### config.mk
export PLATFORM = sky130hd
export DESIGN_NAME = mvm_front
export DESIGN_NICKNAME = d
export VERILOG_FILES = /design/src/hdl/matrix_vector_mac_engine_core_defines.svh /design/src/hdl/mvm_pkg.sv /design/src/hdl/mvm_front.sv
export SDC_FILE = /design/constraint.sdc
export NUM_CORES = 1
export LEC_CHECK = 0
export ABC_CLOCK_PERIOD_IN_PS = 3900
export BUFFER_PORTS_ARGS = -buffer_cell sky130_fd_sc_hd__buf_2
export CORE_UTILIZATION = 35
export DETAILED_ROUTE_END_ITERATION = 10
export PLACE_DENSITY = 0.78
export SYNTH_ARGS = -nofsm -noshare
export SYNTH_HDL_FRONTEND = slang
export SYNTH_SLANG_ARGS = --single-unit
### constraint.sdc
create_clock -name clk -period 3.9 [get_ports clk]
set_clock_uncertainty 0.1 [all_clocks]
set_input_delay 0.39 -clock clk [delete_from_list [all_inputs] [get_ports clk]]
set_output_delay 0.39 -clock clk [all_outputs]
set_load 0.1 [all_outputs]
### src/hdl/matrix_vector_mac_engine_core_defines.svh
// assertion macros used by the queue (mvm_fifo)
`ifndef MATRIX_VECTOR_MAC_ENGINE_CORE_DEFINES_SVH
`define MATRIX_VECTOR_MAC_ENGINE_CORE_DEFINES_SVH

// property must hold at every clock edge out of reset
`define MVM_ASSERT(label, clk, rst_n, prop, msg) \
    label: assert property (@(posedge clk) disable iff (!rst_n) prop) else $error(msg);

// condition must never be seen out of reset
`define MVM_NEVER(label, clk, rst_n, cond, msg) \
    label: assert property (@(posedge clk) disable iff (!rst_n) !(cond)) else $error(msg);

`endif

### src/hdl/mvm_pkg.sv
package mvm_pkg;

    localparam int MAX_DIM    = 64;
    localparam int IDX_W      = 6;
    localparam int DIM_W      = 7;
    localparam int DATA_WIDTH = 32;
    localparam int FRAC_BITS  = 16;
    localparam int ACC_WIDTH  = 48;
    localparam int Q_DEPTH    = 4;
    localparam int Q_AW       = 2;

    localparam logic [1:0] MODE_LOAD_X = 2'd0;
    localparam logic [1:0] MODE_LOAD_Y = 2'd1;
    localparam logic [1:0] MODE_MAC    = 2'd2;

    localparam logic [2:0] REG_NUM_ROWS  = 3'd0;
    localparam logic [2:0] REG_NUM_COLS  = 3'd1;
    localparam logic [2:0] REG_TRANSPOSE = 3'd2;
    localparam logic [2:0] REG_ALPHA     = 3'd3;
    localparam logic [2:0] REG_BETA      = 3'd4;

    typedef struct packed {
        logic [DIM_W-1:0]             num_rows;
        logic [DIM_W-1:0]             num_cols;
        logic                         transpose;
        logic signed [DATA_WIDTH-1:0] alpha;
        logic signed [DATA_WIDTH-1:0] beta;
    } cfg_t;

    typedef struct packed {
        logic [1:0]                   mode;
        logic [IDX_W-1:0]             pos;
        logic signed [DATA_WIDTH-1:0] value;
        logic [IDX_W-1:0]             row;
        logic [IDX_W-1:0]             col;
        logic                         last_row;
        logic                         last_col;
    } entry_t;

    typedef enum logic [3:0] {
        ST_IDLE,
        ST_EXEC,
        ST_MUL,
        ST_ACC,
        ST_F1,
        ST_F2,
        ST_F3,
        ST_F4
    } back_state_t;

    function automatic logic [DIM_W-1:0] eff_dim(input logic [DIM_W-1:0] v);
        if (v == '0)
            return DIM_W'(1);
        else if (v > DIM_W'(MAX_DIM))
            return DIM_W'(MAX_DIM);
        else
            return v;
    endfunction

endpackage

### src/hdl/mvm_front.sv
module mvm_front (
    input  logic            clk,
    input  logic            rst_n,
    input  mvm_pkg::cfg_t   cfg,
    input  logic            restart,
    input  logic            in_valid,
    input  logic [1:0]      in_mode,
    input  logic [5:0]      in_pos,
    input  logic [31:0]     in_value,
    output logic            in_ready,
    input  logic            q_full,
    output logic            q_push,
    output mvm_pkg::entry_t q_data
);
    import mvm_pkg::*;

    logic [IDX_W-1:0] row_reg, row_next;
    logic [IDX_W-1:0] col_reg, col_next;
    logic [DIM_W-1:0] rows, cols;
    logic [IDX_W-1:0] r, c;
    logic             last_row, last_col, accept;

    assign rows     = eff_dim(cfg.num_rows);
    assign cols     = eff_dim(cfg.num_cols);
    assign r        = ({1'b0, row_reg} < rows) ? row_reg : '0;
    assign c        = ({1'b0, col_reg} < cols) ? col_reg : '0;
    assign last_row = ({1'b0, r} + 1'b1 == rows);
    assign last_col = ({1'b0, c} + 1'b1 == cols);
    assign in_ready = !q_full;
    assign accept   = in_valid && !q_full;
    // unused mode code is dropped here
    assign q_push   = accept && (in_mode == MODE_LOAD_X || in_mode == MODE_LOAD_Y
                                 || in_mode == MODE_MAC);

    always_comb
    begin
        q_data.mode     = in_mode;
        q_data.pos      = in_pos;
        q_data.value    = $signed(in_value);
        q_data.row      = r;
        q_data.col      = c;
        q_data.last_row = last_row;
        q_data.last_col = last_col;
    end

    always_comb
    begin
        row_next = row_reg;
        col_next = col_reg;
        if (restart)
        begin
            row_next = '0;
            col_next = '0;
        end
        else if (accept && in_mode == MODE_MAC)
        begin
            if (last_col)
            begin
                col_next = '0;
                row_next = last_row ? '0 : r + 1'b1;
            end
            else
            begin
                col_next = c + 1'b1;
                row_next = r;
            end
        end
    end

    always_ff @(posedge clk or negedge rst_n)
    begin
        if (!rst_n)
        begin
            row_reg <= '0;
            col_reg <= '0;
        end
        else
        begin
            row_reg <= row_next;
            col_reg <= col_next;
        end
    end

endmodule

# Word level (Yosys, flattened, before mapping)
# Cells that the tools add are included.
[totals]
reg_bits = 12
latchBits = 0
ram_bits = 0
mem_bits_ro = 0
inputBits = 124
out_inout_bits = 56
wordCells = 37
memories = 0
[classes]
n_addsub = 4
n_mul = 0
div_mod_pow = 0
n_lt_le_gt_ge = 4
n_eq_ne = 4
shift = 0
mux = 13
n_bitwise = 0
n_reduce_logical = 10
[ops]
columns = ["cell", "count"]
rows = [
  ["6-bit 2-to-1 mux", 9],
  ["7-bit 2-to-1 mux", 4],
  ["6-bit by 1-bit adder with 7-bit output (second input constant)", 2],
  ["7-bit == test", 2],
  ["7-bit greater-than comparator (second input constant)", 2],
  ["7-bit zero test", 2],
  ["6-bit by 7-bit < comparator with 1-bit output", 2],
  ["6-bit by 1-bit adder with 6-bit output (second input constant)", 2],
  ["1-bit logical AND", 3],
  ["2-bit by 1-bit == test with 1-bit output (second input constant)", 1],
  ["2-bit == test (second input constant)", 1],
  ["2-bit zero test", 1],
  ["1-bit logical OR", 2],
  ["2-bit nonzero test", 1],
  ["1-bit zero test", 1],
]

# Depth between registers and ports, before layout
[logic_depth]
word_depth = 11
depth_mapped = 19
depth_no_buf = 16

# Worst setup path after synthesis
# OpenSTA, ideal clock, no wires.
[synth_timing]
path_kind = "input to output"
startpoint = "in cfg[78] (netlist name)"
endpoint = "out q_data[1] (netlist name)"
arrival_time_ns = 5.756
required_time_ns = 3.410
setup_slack_ns = -2.346
cell_stages = 14
path_buffers = 2
path_cell_list = "clkbuf_1 -> nand2b_1 -> ha_1 -> a211oi_1 -> nor2_1 -> nor3b_1 -> ha_1 -> nand3_1 -> xnor2_1 -> nand2_1 -> a211oi_1 -> a31oi_1 -> a311oi_4 -> buf_4"
[synth_rtl]
columns = ["item", "line_no", "rtl"]
rows = [
  ["from (decl)", "mvm_front.sv:4", "input mvm_pkg::cfg_t cfg,"],
  ["to (decl)", "mvm_front.sv:13", "output mvm_pkg::entry_t q_data"],
]

==> results.py <==
metrics = {
    "power_and_ir_drop": {
        "internal_power_w": 0.000248,
        "clockPowerShare_pct": 29.1,
        "vdd_drop_max_mv": 0.199,
        "sequentialPowerShare_pct": 33.1,
        "switching_power_w": 0.000138,
        "sw_frac_of_total_pct": 35.8,
        "power_density_nw_per_um2": 156,
        "p_leak_nw": 1.04,
        "pwr-share-comb_pct": 37.8,
    },
    "final_layout": {
        "antenna_cells": 0,
        "drive_gt1_share_pct": 41.5,
        "mostFrequentLayoutCells": "35 x buf_2, 22 x buf_4, 21 x nand2_1",
        "layout_commonest_cell": "buf_2",
        "area_growth_pct": 20.1,
        "nets": 415,
        "finish.utilization_pct": 44.2,
    },
    "min_path": {
        "hold_depth": 2,
        "hold_start": "restart",
        "min_path_type": "input port to register",
        "holdPathEnd": "col_reg[1]",
    },
    "routing": {
        "vias_per_cell": 5.47,
        "dr.pass1.iters": 4,
        "drt_wl_total_um": 5060,
        "detail-route-antenna-nets": 0,
        "drt_iter0_drc": 152,
        "remaining_drc_errors": 0,
        "wl_per_cell_um": 14.5,
        "via_count": 1909,
    },
    "global_route": {
        "grt_overflow": 0,
        "grt_usage_pct": 16.6,
        "antenna_found_initial": 0,
        "grt_max_degree": 17,
        "grt_pass1_vias": 1863,
        "grt_pass1_wl_um": 8410,
    },
    "clock_network": {
        "cts_buffers": 3,
        "cts_tree": "yes",
        "clock_latency_ns": 0.24,
        "clkTransAtPathRegs_ns": 0.05,
        "cts_root_buf": "clkbuf_8",
        "cts_sinks": 12,
        "h-tree-depth": 1,
        "ctsLongestPathBuffers": 2,
    },
    "logic_synthesis": {
        "seq_area_frac_synth_pct": 14.6,
        "syn_area_sq_um": 2060,
        "synth.avg_cell_area_sq_um": 7.72,
        "synth-edff-count": 0,
        "synth_fp_nets": 403,
        "synth_cells": 267,
        "synth_ff_type": "dfrtp_1",
        "synth_cell_type_count": 65,
        "ys_ff_latch": 12,
        "ys_warn_count": 0,
        "async_flop_share_pct": 100,
    },
    "timing": {
        "fin_crit_ns": 3.78,
        "relSlewSlack_pct": 61.4,
        "setup_violations": 0,
        "maxSlewViolCount": 0,
        "tightestPinTransition_ns": 0.578,
        "hold_violations": 0,
        "rsz0062_at_grt": "true",
        "fmax_ghz": 0.264,
        "layout_setup_ws_ns": 0.117,
        "finalCritPeriodShare_pct": 97.0,
    },
    "die": {
        "chipHeight_um": 78.8,
        "dieArea_sq_um": 6200,
        "rows": 27,
        "initial_utilization_pct": 36.8,
        "core_sq_um": 5610,
        "io_pins": 180,
        "die_w_um": 78.8,
    },
    "worst_setup_path": {
        "r2r_setup_slack_ns": 0.29,
        "cp-end-kind": "output pin",
        "cp_max_fo": 5,
        "required_ns": 3.41,
        "reg2reg_depth": 16,
        "start_kind": "input port",
        "reg2reg_from": "row_reg[1]",
        "worstPathArrival_ns": 3.29,
        "rr_endpoint": "row_reg[2]",
        "critical_path_class": "input port to output pin",
    },
    "flow_run": {
        "max-cap-violations": 0,
    },
    "placed_design": {
        "place_ws_ns": -0.0316,
        "place_congestion": 0.892,
        "port_buffers": 38,
        "dp_hpwl_um": 4150,
    },
    "run_status": {
        "status": "complete, no violations",
    },
}
## timing repair
action | CTS | global route
gates resized for setup | 0 | 9
endpoints found under the setup margin | 1 | 5
buffers inserted | 1 | 3
hold buffers | 1 | 0
gates cloned | 0 | 0
pin swaps | 1 | 5
endpoints found under the hold margin | 12 | 0
## metal layers
metal | wire length, um | part of all wire [%] | GRT usage [%] | vias up
met3 | 368 | 7.3 | 4.48 | 14
met5 | 0 | 0 | 0 | -
met2 | 2400 | 47 | 28.4 | 62
met4 | 67 | 1.3 | 3.33 | 0
met1 | 2220 | 44 | 20.6 | 901
li1 | - | - | - | 932
## critical path, cell delays in order
cell and delay, ns:
buf_2 0.13, or2b_1 0.26, ha_1 0.32, a2111oi_1 0.33, o21ai_1 0.13, o22ai_2 0.16, and2_4 0.18, ha_4 0.15
nand3_4 0.11, xnor2_4 0.18, nand2_1 0.07, o221ai_1 0.19, a31oi_2 0.15, a311oi_4 0.32, buf_12 0.22
## cells in the mapped netlist, drive strengths merged (6+ instances only)
cell type	instances	area, sq um
nand2b	7	43.8
nand3	14	70.1
nor3	9	45.0
clkbuf	6	22.5
a21oi	12	60.1
nand2	23	88.8
inv	11	41.3
buf	48	357
xnor2	6	52.6
dfrtp	12	300
and2	11	70.1
o21ai	10	50.1
nor2	17	66.3
ha	12	150
## layout make-up
cell class                 count  area (sq um)
timing repair buffer          61           398
sequential                    12           300
tap                           72          90.1
inverter                      11          43.8
multi-input combinational    190          1600
clock buffer                   3          41.3
fill                         551          3130
## through the flow
stage	std cells	power, W	instance area (sq um)	setup TNS, ns	hold WS [ns]
CTS	346	0.000386	2410	0	0.345
floorplan	267	0.000421	2340	-1.35	-0.00559
detailed placement	341	0.000272	2350	-0.0357	0.188
finish	349	0.000386	2480	0	0.346
global placement	341	0.000269	2350	-0.0764	0.185
global route	349	0.000408	2480	-0.0670	0.377
## power groups by stage
stage,sequential (W),combinational [W],clock [W]
after floorplan,0.000130,0.000291,0
after global placement,0.000130,0.000139,0
after detailed placement,0.000130,0.000142,0
after CTS,0.000128,0.000144,0.000115
after global routing,0.000128,0.000157,0.000123
final,0.000128,0.000146,0.000112
## kinds of logic after synthesis
family / after synthesis / synth area share [%]
buf+inv: 65 / 20.4
mux: 2 / 1.03
xor+xnor: 12 / 5.76
simple gates: 105 / 28.3
flops: 12 / 14.6
compound gates: 59 / 22.6
fa+ha+maj: 12 / 7.28
## worst max path at each step
stage	from	to	cells after the start
2_1_floorplan	cfg[78]	q_data[1]	14
3_3_place_gp	cfg[78]	q_data[1]	15
3_5_place_dp	cfg[78]	q_data[1]	15
4_1_cts	cfg[78]	q_data[1]	15
5_1_grt	cfg[78]	q_data[1]	15
6_report	cfg[78]	q_data[1]	15
No activity file was read; power rests on OpenSTA's default activity.
