### src/hdl/matrix_vector_mac_engine_core_defines.svh
// assertion macros used by the queue (mvm_fifo)
`ifndef MATRIX_VECTOR_MAC_ENGINE_CORE_DEFINES_SVH
`define MATRIX_VECTOR_MAC_ENGINE_CORE_DEFINES_SVH

// property must hold at every clock edge out of reset
`define MVM_ASSERT(label, clk, rst_n, prop, msg) \
    label: assert property (@(posedge clk) disable iff (!rst_n) prop) else $error(msg);

// condition must never be seen out of reset
`define MVM_NEVER(label, clk, rst_n, cond, msg) \
    label: assert property (@(posedge clk) disable iff (!rst_n) !(cond)) else $error(msg);

`endif

### src/hdl/mvm_pkg.sv
package mvm_pkg;

    localparam int MAX_DIM    = 64;
    localparam int IDX_W      = 6;
    localparam int DIM_W      = 7;
    localparam int DATA_WIDTH = 32;
    localparam int FRAC_BITS  = 16;
    localparam int ACC_WIDTH  = 48;
    localparam int Q_DEPTH    = 4;
    localparam int Q_AW       = 2;

    localparam logic [1:0] MODE_LOAD_X = 2'd0;
    localparam logic [1:0] MODE_LOAD_Y = 2'd1;
    localparam logic [1:0] MODE_MAC    = 2'd2;

    localparam logic [2:0] REG_NUM_ROWS  = 3'd0;
    localparam logic [2:0] REG_NUM_COLS  = 3'd1;
    localparam logic [2:0] REG_TRANSPOSE = 3'd2;
    localparam logic [2:0] REG_ALPHA     = 3'd3;
    localparam logic [2:0] REG_BETA      = 3'd4;

    typedef struct packed {
        logic [DIM_W-1:0]             num_rows;
        logic [DIM_W-1:0]             num_cols;
        logic                         transpose;
        logic signed [DATA_WIDTH-1:0] alpha;
        logic signed [DATA_WIDTH-1:0] beta;
    } cfg_t;

    typedef struct packed {
        logic [1:0]                   mode;
        logic [IDX_W-1:0]             pos;
        logic signed [DATA_WIDTH-1:0] value;
        logic [IDX_W-1:0]             row;
        logic [IDX_W-1:0]             col;
        logic                         last_row;
        logic                         last_col;
    } entry_t;

    typedef enum logic [3:0] {
        ST_IDLE,
        ST_EXEC,
        ST_MUL,
        ST_ACC,
        ST_F1,
        ST_F2,
        ST_F3,
        ST_F4
    } back_state_t;

    function automatic logic [DIM_W-1:0] eff_dim(input logic [DIM_W-1:0] v);
        if (v == '0)
            return DIM_W'(1);
        else if (v > DIM_W'(MAX_DIM))
            return DIM_W'(MAX_DIM);
        else
            return v;
    endfunction

endpackage

### src/hdl/mvm_fifo.sv
`include "matrix_vector_mac_engine_core_defines.svh"
module mvm_fifo (
    input  logic           clk,
    input  logic           rst_n,
    input  logic           push,
    input  mvm_pkg::entry_t push_data,
    input  logic           pop,
    output mvm_pkg::entry_t pop_data,
    output logic           full,
    output logic           empty
);
    import mvm_pkg::*;

    entry_t          mem_reg [Q_DEPTH];
    logic [Q_AW-1:0] wr_ptr_reg;
    logic [Q_AW-1:0] rd_ptr_reg;
    logic [Q_AW:0]   count_reg;
    logic            do_push;
    logic            do_pop;

    assign full     = (count_reg == (Q_AW+1)'(Q_DEPTH));
    assign empty    = (count_reg == '0);
    assign do_push  = push && !full;
    assign do_pop   = pop && !empty;
    assign pop_data = mem_reg[rd_ptr_reg];

    always_ff @(posedge clk)
    begin
        if (do_push)
            mem_reg[wr_ptr_reg] <= push_data;
    end

    always_ff @(posedge clk or negedge rst_n)
    begin
        if (!rst_n)
        begin
            wr_ptr_reg <= '0;
            rd_ptr_reg <= '0;
            count_reg  <= '0;
        end
        else
        begin
            if (do_push)
                wr_ptr_reg <= wr_ptr_reg + 1'b1;
            if (do_pop)
                rd_ptr_reg <= rd_ptr_reg + 1'b1;
            if (do_push && !do_pop)
                count_reg <= count_reg + 1'b1;
            else if (do_pop && !do_push)
                count_reg <= count_reg - 1'b1;
        end
    end

    `MVM_NEVER(a_count_range, clk, rst_n, count_reg > (Q_AW+1)'(Q_DEPTH), "queue count overflow")
    `MVM_ASSERT(a_push_grows, clk, rst_n, do_push && !do_pop |=> count_reg == $past(count_reg) + 1'b1, "queue push lost")
    `MVM_ASSERT(a_ptr_gap, clk, rst_n, count_reg < (Q_AW+1)'(Q_DEPTH) |-> (wr_ptr_reg - rd_ptr_reg) == count_reg[Q_AW-1:0], "queue pointers disagree with count")

endmodule

### config.mk
export PLATFORM = sky130hd
export DESIGN_NAME = mvm_fifo
export DESIGN_NICKNAME = d
export VERILOG_FILES = /design/src/hdl/mvm_pkg.sv /design/src/hdl/mvm_fifo.sv
export VERILOG_INCLUDE_DIRS = /design/src /design/src/hdl
export SDC_FILE = /design/constraint.sdc
export NUM_CORES = 1
export LEC_CHECK = 0
export ABC_AREA = 0
export BUFFER_PORTS_ARGS = -buffer_cell sky130_fd_sc_hd__clkbuf_2
export CORE_ASPECT_RATIO = 1.5
export CORE_MARGIN = 10
export CORE_UTILIZATION = 57
export CTS_BUF_LIST = sky130_fd_sc_hd__clkbuf_16
export DETAILED_ROUTE_END_ITERATION = 12
export PLACE_DENSITY_LB_ADDON = 0.12
export REMOVE_ABC_BUFFERS = 1
export SETUP_SLACK_MARGIN = 0.4
export SLEW_MARGIN = 40
export SYNTH_ARGS = -nofsm -noshare
export SYNTH_HDL_FRONTEND = slang
export SYNTH_SLANG_ARGS = --single-unit
### constraint.sdc
create_clock -name clk -period 3.4 [get_ports clk]
set_clock_uncertainty 0.2 [all_clocks]
set_input_delay 0.68 -clock clk [delete_from_list [all_inputs] [get_ports clk]]
set_output_delay 0.68 -clock clk [all_outputs]
set_load 0.02 [all_outputs]
Word-level counts from Yosys, hierarchy flattened
Memory sizes are Yosys's and may differ from the RTL's.
Cells that the tools add are included.
{"block": "totals", "out_inout_bits": 56, "ff_bits": 7, "rom_bits": 0, "mem_count": 1, "word_cells": 23, "input_bits": 58, "latchBits": 0, "ram_bits": 216}
{"block": "op_classes", "n_eq_ne": 1, "shifts": 0, "n_bitwise": 0, "reduce_logical": 10, "n_div": 0, "addsub": 4, "n_mul": 0, "mux": 4, "magnitude_cmp": 0}
{"memory": "mem_reg", "words": 4, "word_bits": 54, "rd": 1, "rd_clocked_by_memory_dff": 0, "wr": 1, "line_no": "mvm_fifo.sv:14", "text": "entry_t mem_reg [Q_DEPTH];"}
{"operator": "$mux W3", "n": 2}
{"operator": "$add A2 B1 Y2 const B", "n": 2}
{"operator": "$logic_and A1 B1 Y1", "n": 4}
{"operator": "$logic_not A1 Y1", "n": 4}
{"operator": "$add A3 B1 Y3 const B", "n": 1}
{"operator": "$eq A3 B3 Y1 const B", "n": 1}
{"operator": "$logic_not A3 Y1", "n": 1}
{"operator": "$sub A3 B1 Y3 const B", "n": 1}
{"operator": "$mux W1", "n": 2}
{"operator": "$reduce_bool A2 Y1", "n": 1}

Longest topological paths before layout
Gate-level depths: netlist of run 1.
{"block": "depth", "word_depth": 7, "depth_mapped": 9, "ltp_nobuf": 8}

Least setup slack after synthesis of run 1
OpenSTA, ideal clock, no wires.
{"block": "synth_timing", "path_kind": "input-to-reg", "startpoint": "in push", "endpoint": "mem mem_reg[0][0] (netlist name), enable pin", "path_slack_ps": 541, "cell_stages": 3, "t_arrival_ps": 2242, "setup_time_ps": 417, "path_buffers": 1, "path_cell_list": "nor2b_1 buf_2 and2_1"}
{"block": "synth_between", "elab_chain_len": 3}
{"item": "start: declaration", "line_no": "mvm_fifo.sv:5", "text": "input logic push,"}
{"item": "$logic_and A1 B1 Y1", "line_no": "mvm_fifo.sv:23", "text": "assign do_push = push && !full;"}
{"item": "named net do_push", "line_no": "mvm_fifo.sv:18", "text": "logic do_push;"}
{"item": "$mux W1", "line_no": "mvm_fifo.sv:29", "text": "if (do_push)"}
{"item": "$mux W1 (implied by the code)", "line_no": "mvm_fifo.sv:30", "text": "mem_reg[wr_ptr_reg] <= push_data;"}
{"item": "end: declaration", "line_no": "mvm_fifo.sv:14"}
The timed path passes the listed nets, and every way through them passes these cells.

==> metrics.cfg, run 1 <==
[final_layout]
area_growth_pct = 18.6
diodes = 0
drive_above_1_share = 0.464
largest_reg_flops = 216
nNetsFinal = 518

[logic_synthesis]
yosysWarnings = 0
yosysSeqAreaShare = 0.811
ys_seq_elements = 223
avgSynthCellArea_um2 = 25.8
yosys.area.top_type_share = 0.790
ys_top_cells_by_count = edfxtp_1, mux4_2, buf_2, dfrtp_1
synth.area.top_cells = edfxtp_1, mux4_2, dfrtp_1
ys.flop_type = edfxtp_1
synth.most_common_cell = edfxtp_1
syn_area_um2 = 8210
synth_edf_count = 216
synthCells = 318
yosysUniqueCellTypes = 19
synthArstFlopShare = 0.0314
synth_top_cell_by_area = edfxtp_1

[detailed_routing]
drcViolationCount = 0
drt_iter0_drc = 267
viasPerCell = 5.48
vias = 3620
routed_wl_mm = 14.6
dr.pass1.iters = 4
avgRoutedWirePerCell_um = 22.1
drtAntennaViolNets = 0

[worst_setup_path]
critPathMaxFanout = 28
worstPathCellList = buf_12 > mux4_2 > clkbuf_2
critPathMaxStageDelay_ns = 0.64
worstPathArrival_ns = 1.94
cp_slowest_cell = dfrtp_4
worst-r2r-setup-slack_ns = 1.05
worstSetupPathType = flip-flop to output port
worstSetupEndpointType = output port
worst_ep_required_time_ns = 2.52
crit_family = flip-flops
worst-path-buf-inv = 2
critPathLaunchType = flip-flop

[floorplanning]
die_height_um = 167
io_pins = 114
core_um2 = 14100
num_rows = 53
die_w_um = 118
start_util = 0.584
dieArea_um2 = 19700

[power_and_ir_drop]
powerDensity_nw_per_um2 = 905
ir_drop_uv = 562
p_leak_nw = 3.40
total_power_mw = 8.81

[global_routing]
overflow = 0
grt_pass1_vias = 4122
grt_pass1_wl_mm = 23.2
grt_util_all_layers = 0.151
antenna_found_initial = 2
grt_max_degree = 55

[sta]
rsz0062_at_grt = no
period_needed_ns = 2.82
report.final.slew_viol_count = 0
setup_viol = 0
fin_crit_sh = 0.829
max_freq_ghz = 0.355
relSlewSlack = 0.643
finalSetupTns_ns = 0
hold_viol_final = 0
worstMarginPinSlew_ns = 0.535

[placement]
portBuffers = 113
dp_hpwl_mm = 8.95
gp_congestion = 0.701

[clock_network]
insertion_delay_ns = 0.49
numCtsBuffers = 20
clock-sinks = 223
ctsHtreeMaxLevel = 1
clock_path_buffers = 3
cts_tree = done
clock_tree.root_cell = clkbuf_16
path_clk_slew_ns = 0.07

[flow_run]
maxCapViolCount = 0

[status]
status = completed

[hold_path]
hp-class = primary input to flip-flop

cells by family (layout without fill, tap and decap cells):
| group | Yosys count | in the layout | share of synthesized area |
|---|---|---|---|
| buffers and inverters | 17 | 167 | 0.0139 |
| AND/OR/NAND/NOR | 10 | 10 | 0.00762 |
| XOR/XNOR | 6 | 6 | 0.00640 |
| multiplexers | 56 | 56 | 0.151 |
| adder cells (fa/ha/maj) | 6 | 6 | 0.0101 |
| flip-flops | 223 | 223 | 0.811 |
worst paths after layout:
kind	start	to	depth (start not counted)
max reg2reg	count_reg[2]	mem_reg[1][52]	4
max	rd_ptr_reg[1]	pop_data[33]	3
min in group asynchronous	rst_n	count_reg[1]	2
min	push_data[52]	mem_reg[2][52]	1
max in group asynchronous	rst_n	rd_ptr_reg[1]	2
min reg2reg	count_reg[2]	count_reg[2]	1
metal layers:
| layer | vias to the layer above | routed length [µm] | track usage |
|---|---|---|---|
| li1 | 1622 | - | - |
| met1 | 1882 | 5860 | 0.183 |
| met2 | 97 | 7600 | 0.260 |
| met3 | 17 | 919 | 0.0399 |
| met4 | 2 | 208 | 0.0448 |
| met5 | - | 10 | 0 |
layout by cell type (no fill, tap or decap), drive strengths merged:
| cell type | n |
|---|---|
| edfxtp | 216 |
| clkbuf | 134 |
| mux4 | 54 |
| buf | 13 |
| clkinv | 10 |
| inv | 7 |
| dfrtp | 7 |
| ha | 5 |
| and2 | 4 |
| xnor2 | 4 |
| mux2 | 2 |
| xor2 | 2 |
| nor3b | 1 |
| nor2b | 1 |
| or3 | 1 |
| nand2 | 1 |
| nand3 | 1 |
| nor2 | 1 |
| fa | 1 |
| clkinvlp | 1 |
| bufinv | 1 |
| dlygate4sd3 | 1 |
report_power, final:
group | switching [mW] | internal (mW) | total [mW]
Clock | 0.914 | 1.20 | 2.11
Sequential | 0.203 | 3.64 | 3.85
Combinational | 1.64 | 1.22 | 2.86
Total | 2.76 | 6.05 | 8.81
area by class of cell:
class,instances,area (µm²)
Clock buffer,21,526
Clock inverter,15,96.3
Fill cell,928,4320
Inverter,4,15.0
Multi-Input combinational cell,78,1440
Sequential cell,223,6670
Tap cell,192,240
Timing Repair Buffer,127,748
metrics by stage:
| stage | hold WS, ns | area, µm² | setup WS, ns | utilization | cells |
|---|---|---|---|---|---|
| after floorplan | 0.184 | 8110 | -0.437 | - | 305 |
| after global placement | 0.281 | 9070 | 0.811 | 0.645 | 619 |
| after detailed placement | 0.286 | 9070 | 0.817 | 0.645 | 619 |
| after CTS | 0.189 | 9730 | 0.417 | 0.692 | 660 |
| after global routing | 0.199 | 9740 | 0.506 | 0.693 | 660 |
| final | 0.202 | 9740 | 0.581 | 0.693 | 660 |
what timing repair did:
action	CTS	global route
hold buffers	1	0
endpoints found under the setup margin	38	12
buffers inserted	4	0
cloned	0	0
gates resized for setup	0	1
hold endpoints to repair	7	0
No activity file was read; power rests on OpenSTA's default activity.
==> run 2, diff against run 1 <==
- clock period: 3.4 -> 2.7 ns (I/O delays scaled with it)
==> metrics.cfg, run 2 (same netlist as run 1, synthesis figures left out) <==
[status]
status = completed

[sta]
period_needed_ns = 2.68
rsz0062_at_grt = yes
relSlewSlack = 0.743  ; +0.0991
report.final.slew_viol_count = 0  ; unchanged
hold_viol_final = 0  ; unchanged
setup_viol = 0  ; unchanged
max_freq_ghz = 0.372
setup_ws_ns = 0.0150  ; -0.566 ns
worstMarginPinSlew_ns = 0.386  ; -0.149 ns
fin_crit_sh = 0.994

[worst_setup_path]
worstPathArrival_ns = 1.94  ; about the same
worstSetupPathType = flip-flop to output port
critPathMaxFanout = 5  ; -82%
critPathLaunchType = flip-flop
worst_ep_required_time_ns = 1.96  ; -0.56 ns
worstSetupEndpointType = output port

[final_layout]
num-fill-cells = 808  ; -13%
largest_reg_flops = 216  ; unchanged
final_common_cell = edfxtp_1
nNetsFinal = 534  ; +3.1%
seqCellArea_um2 = 6670  ; unchanged
multi_input_area_um2 = 1450  ; +0.87%
final_cell_mix = edfxtp_1, clkbuf_2, mux4_2
final_cell_count_no_fill = 677  ; +2.6%
drive_above_1_share = 0.504  ; +0.0405
area_growth_pct = 29.0

[clock_network]
clock_path_buffers = 3  ; unchanged
ctsHtreeMaxLevel = 1  ; unchanged
clock-sinks = 223  ; unchanged
path_clk_slew_ns = 0.07  ; about the same
cts_tree = done
clock_tree.root_cell = clkbuf_16
insertion_delay_ns = 0.48  ; about the same
numCtsBuffers = 20  ; unchanged

[power_and_ir_drop]
powerDensity_nw_per_um2 = 1220  ; +35%
ir_drop_uv = 745  ; +33%
pwr-share-seq = 0.370  ; -0.066
p_int_mw = 9.13  ; +51%
p_leak_nw = 3.73  ; +9.6%
combPwrFrac = 0.398  ; +0.074
swShare = 0.292  ; -0.0205
switchingPower_mw = 3.78  ; +37%
clkPwrFrac = 0.233  ; -0.006

[detailed_routing]
dr.pass1.iters = 4  ; unchanged
drt_iter0_drc = 161  ; -40%
avgRoutedWirePerCell_um = 22.8  ; +3.1%
drcViolationCount = 0  ; unchanged
vias = 3738  ; +3.3%
viasPerCell = 5.52  ; +0.67%
routed_wl_mm = 15.4  ; +5.8%
drtAntennaViolNets = 0  ; unchanged

[global_routing]
grt_pass1_wl_mm = 24.1  ; +3.9%
grt_max_degree = 55  ; unchanged
grt_pass1_vias = 4203  ; +2.0%
overflow = 0  ; unchanged
grt_util_all_layers = 0.154  ; +0.00279
antenna_found_initial = 2  ; unchanged

[floorplanning]
start_util = 0.584  ; unchanged
dieArea_um2 = 19700  ; unchanged
num_rows = 53  ; unchanged
die_w_um = 118  ; unchanged
io_pins = 114  ; unchanged
core_um2 = 14100  ; unchanged
die_height_um = 167  ; unchanged

[placement]
gp_congestion = 0.699  ; -0.24%
dp_cells = 624  ; +0.81%
pre_cts_slack_ns = 0.395  ; -0.422 ns
dp_hpwl_mm = 9.42  ; +5.3%
portBuffers = 113  ; unchanged

[flow_run]
maxCapViolCount = 0  ; unchanged

[hold_path]
hp-class = primary input to flip-flop

run 2: worst paths after layout:
path / from / endpoint / slack [ns] / cells after the start
worst min register to register: count_reg[2] / count_reg[2] / 0.31 / 1
worst max-delay path: rd_ptr_reg[0] / pop_data[8] / 0.02 / 4
worst min-delay path: push_data[11] / mem_reg[1][11] / 0.07 / 1
max in group asynchronous: rst_n / rd_ptr_reg[0] / 1.87 / 2
min in group asynchronous: rst_n / rd_ptr_reg[0] / 0.25 / 2
worst max register to register: count_reg[1] / count_reg[2] / 0.48 / 8
run 2: final cells by class:
cell class	instances	share of cell area
Timing Repair Buffer	143	0.141
Antenna cell	1	0.000236
Tap cell	192	0.0227
Inverter	4	0.00142
Sequential cell	223	0.630
Multi-Input combinational cell	78	0.137
Clock inverter	15	0.0178
Clock buffer	21	0.0496
run 2: power by group through the flow:
| stage | Combinational (mW) | Clock (mW) | Sequential (mW) |
|---|---|---|---|
| 2_1_floorplan | 2.20 | 0 | 5.08 |
| 3_3_place_gp | 3.75 | 0 | 4.85 |
| 3_5_place_dp | 3.76 | 0 | 4.90 |
| 4_1_cts | 4.52 | 3.06 | 4.79 |
| 5_1_grt | 5.44 | 3.21 | 4.83 |
| 6_report | 5.14 | 3.00 | 4.77 |
run 2: routing by layer:
| layer | up-vias | GRT usage | wire length, µm |
|---|---|---|---|
| met5 | - | 0 | 13 |
| met4 | 2 | 0.0431 | 227 |
| met3 | 18 | 0.0352 | 886 |
| met2 | 105 | 0.277 | 8480 |
| met1 | 1950 | 0.181 | 5840 |
| li1 | 1663 | - | - |
run 2: repair_timing:
| action | in CTS | in global routing |
|---|---|---|
| pin swaps | 0 | 2 |
| endpoints found under the hold margin | 7 | 0 |
| resized for setup | 85 | 78 |
| gates cloned | 0 | 5 |
| hold buffers | 1 | 0 |
| setup endpoints to repair | 56 | 56 |
| setup buffers | 3 | 7 |
run 2: worst max-delay path: stages (launching register included):
cell,delay [ns]
dfrtp_4,0.47
buf_4,0.16
clkbuf_16,0.15
mux4_2,0.51
clkbuf_8,0.17
run 2: through the flow:
step / cell area [µm²] / power (mW) / setup TNS (ns) / utilization / hold slack, ns
global placement: 9160 / 8.60 / 0 / 0.651 / 0.185
detailed placement: 9160 / 8.66 / 0 / 0.651 / 0.187
floorplan: 8110 / 7.28 / -87.61 / - / 0.0444
global route: 10600 / 13.5 / -0.405 / 0.753 / 0.0604
finish: 10600 / 12.9 / 0 / 0.753 / 0.0702
CTS: 10300 / 12.4 / -0.0305 / 0.731 / 0.0555
==> run 3, diff against run 2 <==
- REMOVE_ABC_BUFFERS: 1 -> not set
- clock period: 2.7 -> 2.51 ns (I/O delays scaled with it)
==> metrics.cfg, run 3 (same netlist as run 1, synthesis figures left out) <==
[clock_network]
ctsHtreeMaxLevel = 1  ; unchanged
path_clk_slew_ns = 0.06  ; about the same
numCtsBuffers = 20  ; unchanged
clock_tree.root_cell = clkbuf_16
insertion_delay_ns = 0.49  ; about the same
clock_path_buffers = 3  ; unchanged
cts_tree = done
clock-sinks = 223  ; unchanged

[final_layout]
drive_above_1_share = 0.505  ; +0.000980
nNetsFinal = 539  ; +0.94%
final_cell_count_no_fill = 681  ; +0.59%
diodes = 0  ; -1
area_growth_pct = 29.2
largest_reg_flops = 216  ; unchanged
final_common_cell = edfxtp_1
final_cell_mix = edfxtp_1, clkbuf_2, mux4_2

[sta]
rsz0062_at_grt = yes
setup_viol = 54  ; +54
hold_viol_final = 0  ; unchanged
period_needed_ns = 2.64
report.final.slew_viol_count = 0  ; unchanged
setup_ws_ns = -0.135  ; -0.150 ns
fin_crit_sh = 1.05
worstMarginPinSlew_ns = 0.322  ; -0.0645 ns
finalSetupTns_ns = -5.70  ; -5.70 ns
max_freq_ghz = 0.378
relSlewSlack = 0.786  ; +0.0430

[power_and_ir_drop]
ir_drop_uv = 860  ; +15%
powerDensity_nw_per_um2 = 1290  ; +6.0%
p_leak_nw = 3.74  ; +0.34%

[floorplanning]
die_height_um = 167  ; unchanged
die_w_um = 118  ; unchanged
start_util = 0.584  ; unchanged
num_rows = 53  ; unchanged
io_pins = 114  ; unchanged
dieArea_um2 = 19700  ; unchanged
core_um2 = 14100  ; unchanged

[global_routing]
grt_pass1_wl_mm = 24.4  ; +1.0%
antenna_found_initial = 0  ; -2
overflow = 0  ; unchanged
grt_max_degree = 35  ; -36%
grt_util_all_layers = 0.158  ; +0.00438
grt_pass1_vias = 4181  ; -0.52%

[placement]
portBuffers = 113  ; unchanged
dp_cells = 625  ; +0.16%
dp_hpwl_mm = 9.26  ; -1.6%
gp_congestion = 0.702  ; +0.39%

[detailed_routing]
routed_wl_mm = 15.9  ; +2.9%
dr.pass1.iters = 4  ; unchanged
vias = 3800  ; +1.7%
drt_iter0_drc = 277  ; +72%
avgRoutedWirePerCell_um = 23.3  ; +2.3%
drtAntennaViolNets = 0  ; unchanged
drcViolationCount = 0  ; unchanged
viasPerCell = 5.58  ; +1.1%

[worst_setup_path]
worst_ep_required_time_ns = 1.81  ; -0.15 ns
worstPathArrival_ns = 1.94  ; about the same
critPathMaxFanout = 8  ; +3
worstSetupEndpointType = output port
worstPathCellList = buf_12 > buf_16 > mux4_2 > buf_8
cp_slowest_cell = mux4_2
crit_family = multiplexers
critPathMaxStageDelay_ns = 0.53  ; +0.02 ns
worstSetupPathType = flip-flop to output port
worst-path-buf-inv = 3  ; unchanged
critPathLaunchType = flip-flop

[logic_synthesis]
syn_nets = 382

[flow_run]
maxCapViolCount = 0  ; unchanged

[status]
status = complete, but fails checks
violations = negative setup slack

[hold_path]
hp-class = primary input to flip-flop

[run 3: cell types whose count changed in the layout (fill, tap and decap cells not counted), sizes merged]
| cell | previous run | this run |
|---|---|---|
| buf | 70 | 87 |
| clkinvlp | 1 | 0 |
| bufinv | 4 | 1 |
| clkbuf | 93 | 81 |
| clkinv | 7 | 10 |
| inv | 7 | 8 |
| diode | 1 | 0 |
[run 3: layout make-up]
class	instances	area, µm²
clock inverters	15	87.6
repair buffers	148	1570
well taps	192	240
clock buffers	21	526
fillers	810	3450
inverters	4	15.0
multi-input cells	78	1500
flip-flops and latches	223	6670
[run 3: path summary, 6_finish.rpt]
path                          startpoint             end  slack, ns  cells past startpoint
max                        rd_ptr_reg[0]    pop_data[16]      -0.13                      4
min                        push_data[34]  mem_reg[0][34]       0.03                      1
max reg2reg                 count_reg[0]    count_reg[1]       0.34                      7
min reg2reg                 count_reg[2]    count_reg[2]       0.31                      1
max in group asynchronous          rst_n   rd_ptr_reg[0]       1.72                      2
min in group asynchronous          rst_n    count_reg[2]       0.20                      2
[run 3: timing repair]
item	4_1_cts	5_1_grt
resized for setup	37	149
endpoints found under the setup margin	153	58
cloned	6	2
setup buffers	7	4
endpoints found under the hold margin	7	0
pin swaps	5	4
hold buffers	1	0
[run 3: stage by stage]
| step | util | setup WS, ns | power, mW | hold slack (ns) | instance area (µm²) |
|---|---|---|---|---|---|
| after floorplan | - | 0.347 | 7.95 | 0.00641 | 8250 |
| after detailed placement | 0.657 | 0.299 | 9.39 | 0.151 | 9240 |
| after global placement | 0.657 | 0.319 | 9.31 | 0.146 | 9240 |
| after global routing | 0.755 | -0.186 | 14.3 | 0.0142 | 10600 |
| after CTS | 0.727 | -0.156 | 13.0 | 0.0102 | 10200 |
| final | 0.755 | -0.135 | 13.7 | 0.0269 | 10600 |
[run 3: power breakdown]
group | total, mW | internal [mW] | switching [mW] | leakage (nW)
logic | 5.75 | 3.05 | 2.70 | 1.37
clock network | 2.84 | 1.61 | 1.23 | 0.319
registers | 5.12 | 4.93 | 0.190 | 2.06
[run 3: worst register-to-register path, cell delays in order, from the launching register on]
cell and delay [ns]:
dfrtp_2 0.43, buf_6 0.13, nor3b_4 0.29, nor2b_4 0.09, ha_4 0.17, inv_2 0.05
fa_2 0.42, mux2_4 0.27
[run 3: routing by layer]
layer | wire length (µm) | track usage | vias up
li1 | - | - | 1675
met1 | 6070 | 0.195 | 1994
met2 | 8650 | 0.274 | 111
met3 | 952 | 0.0396 | 20
met4 | 221 | 0.0388 | 0
met5 | 0 | 0 | -
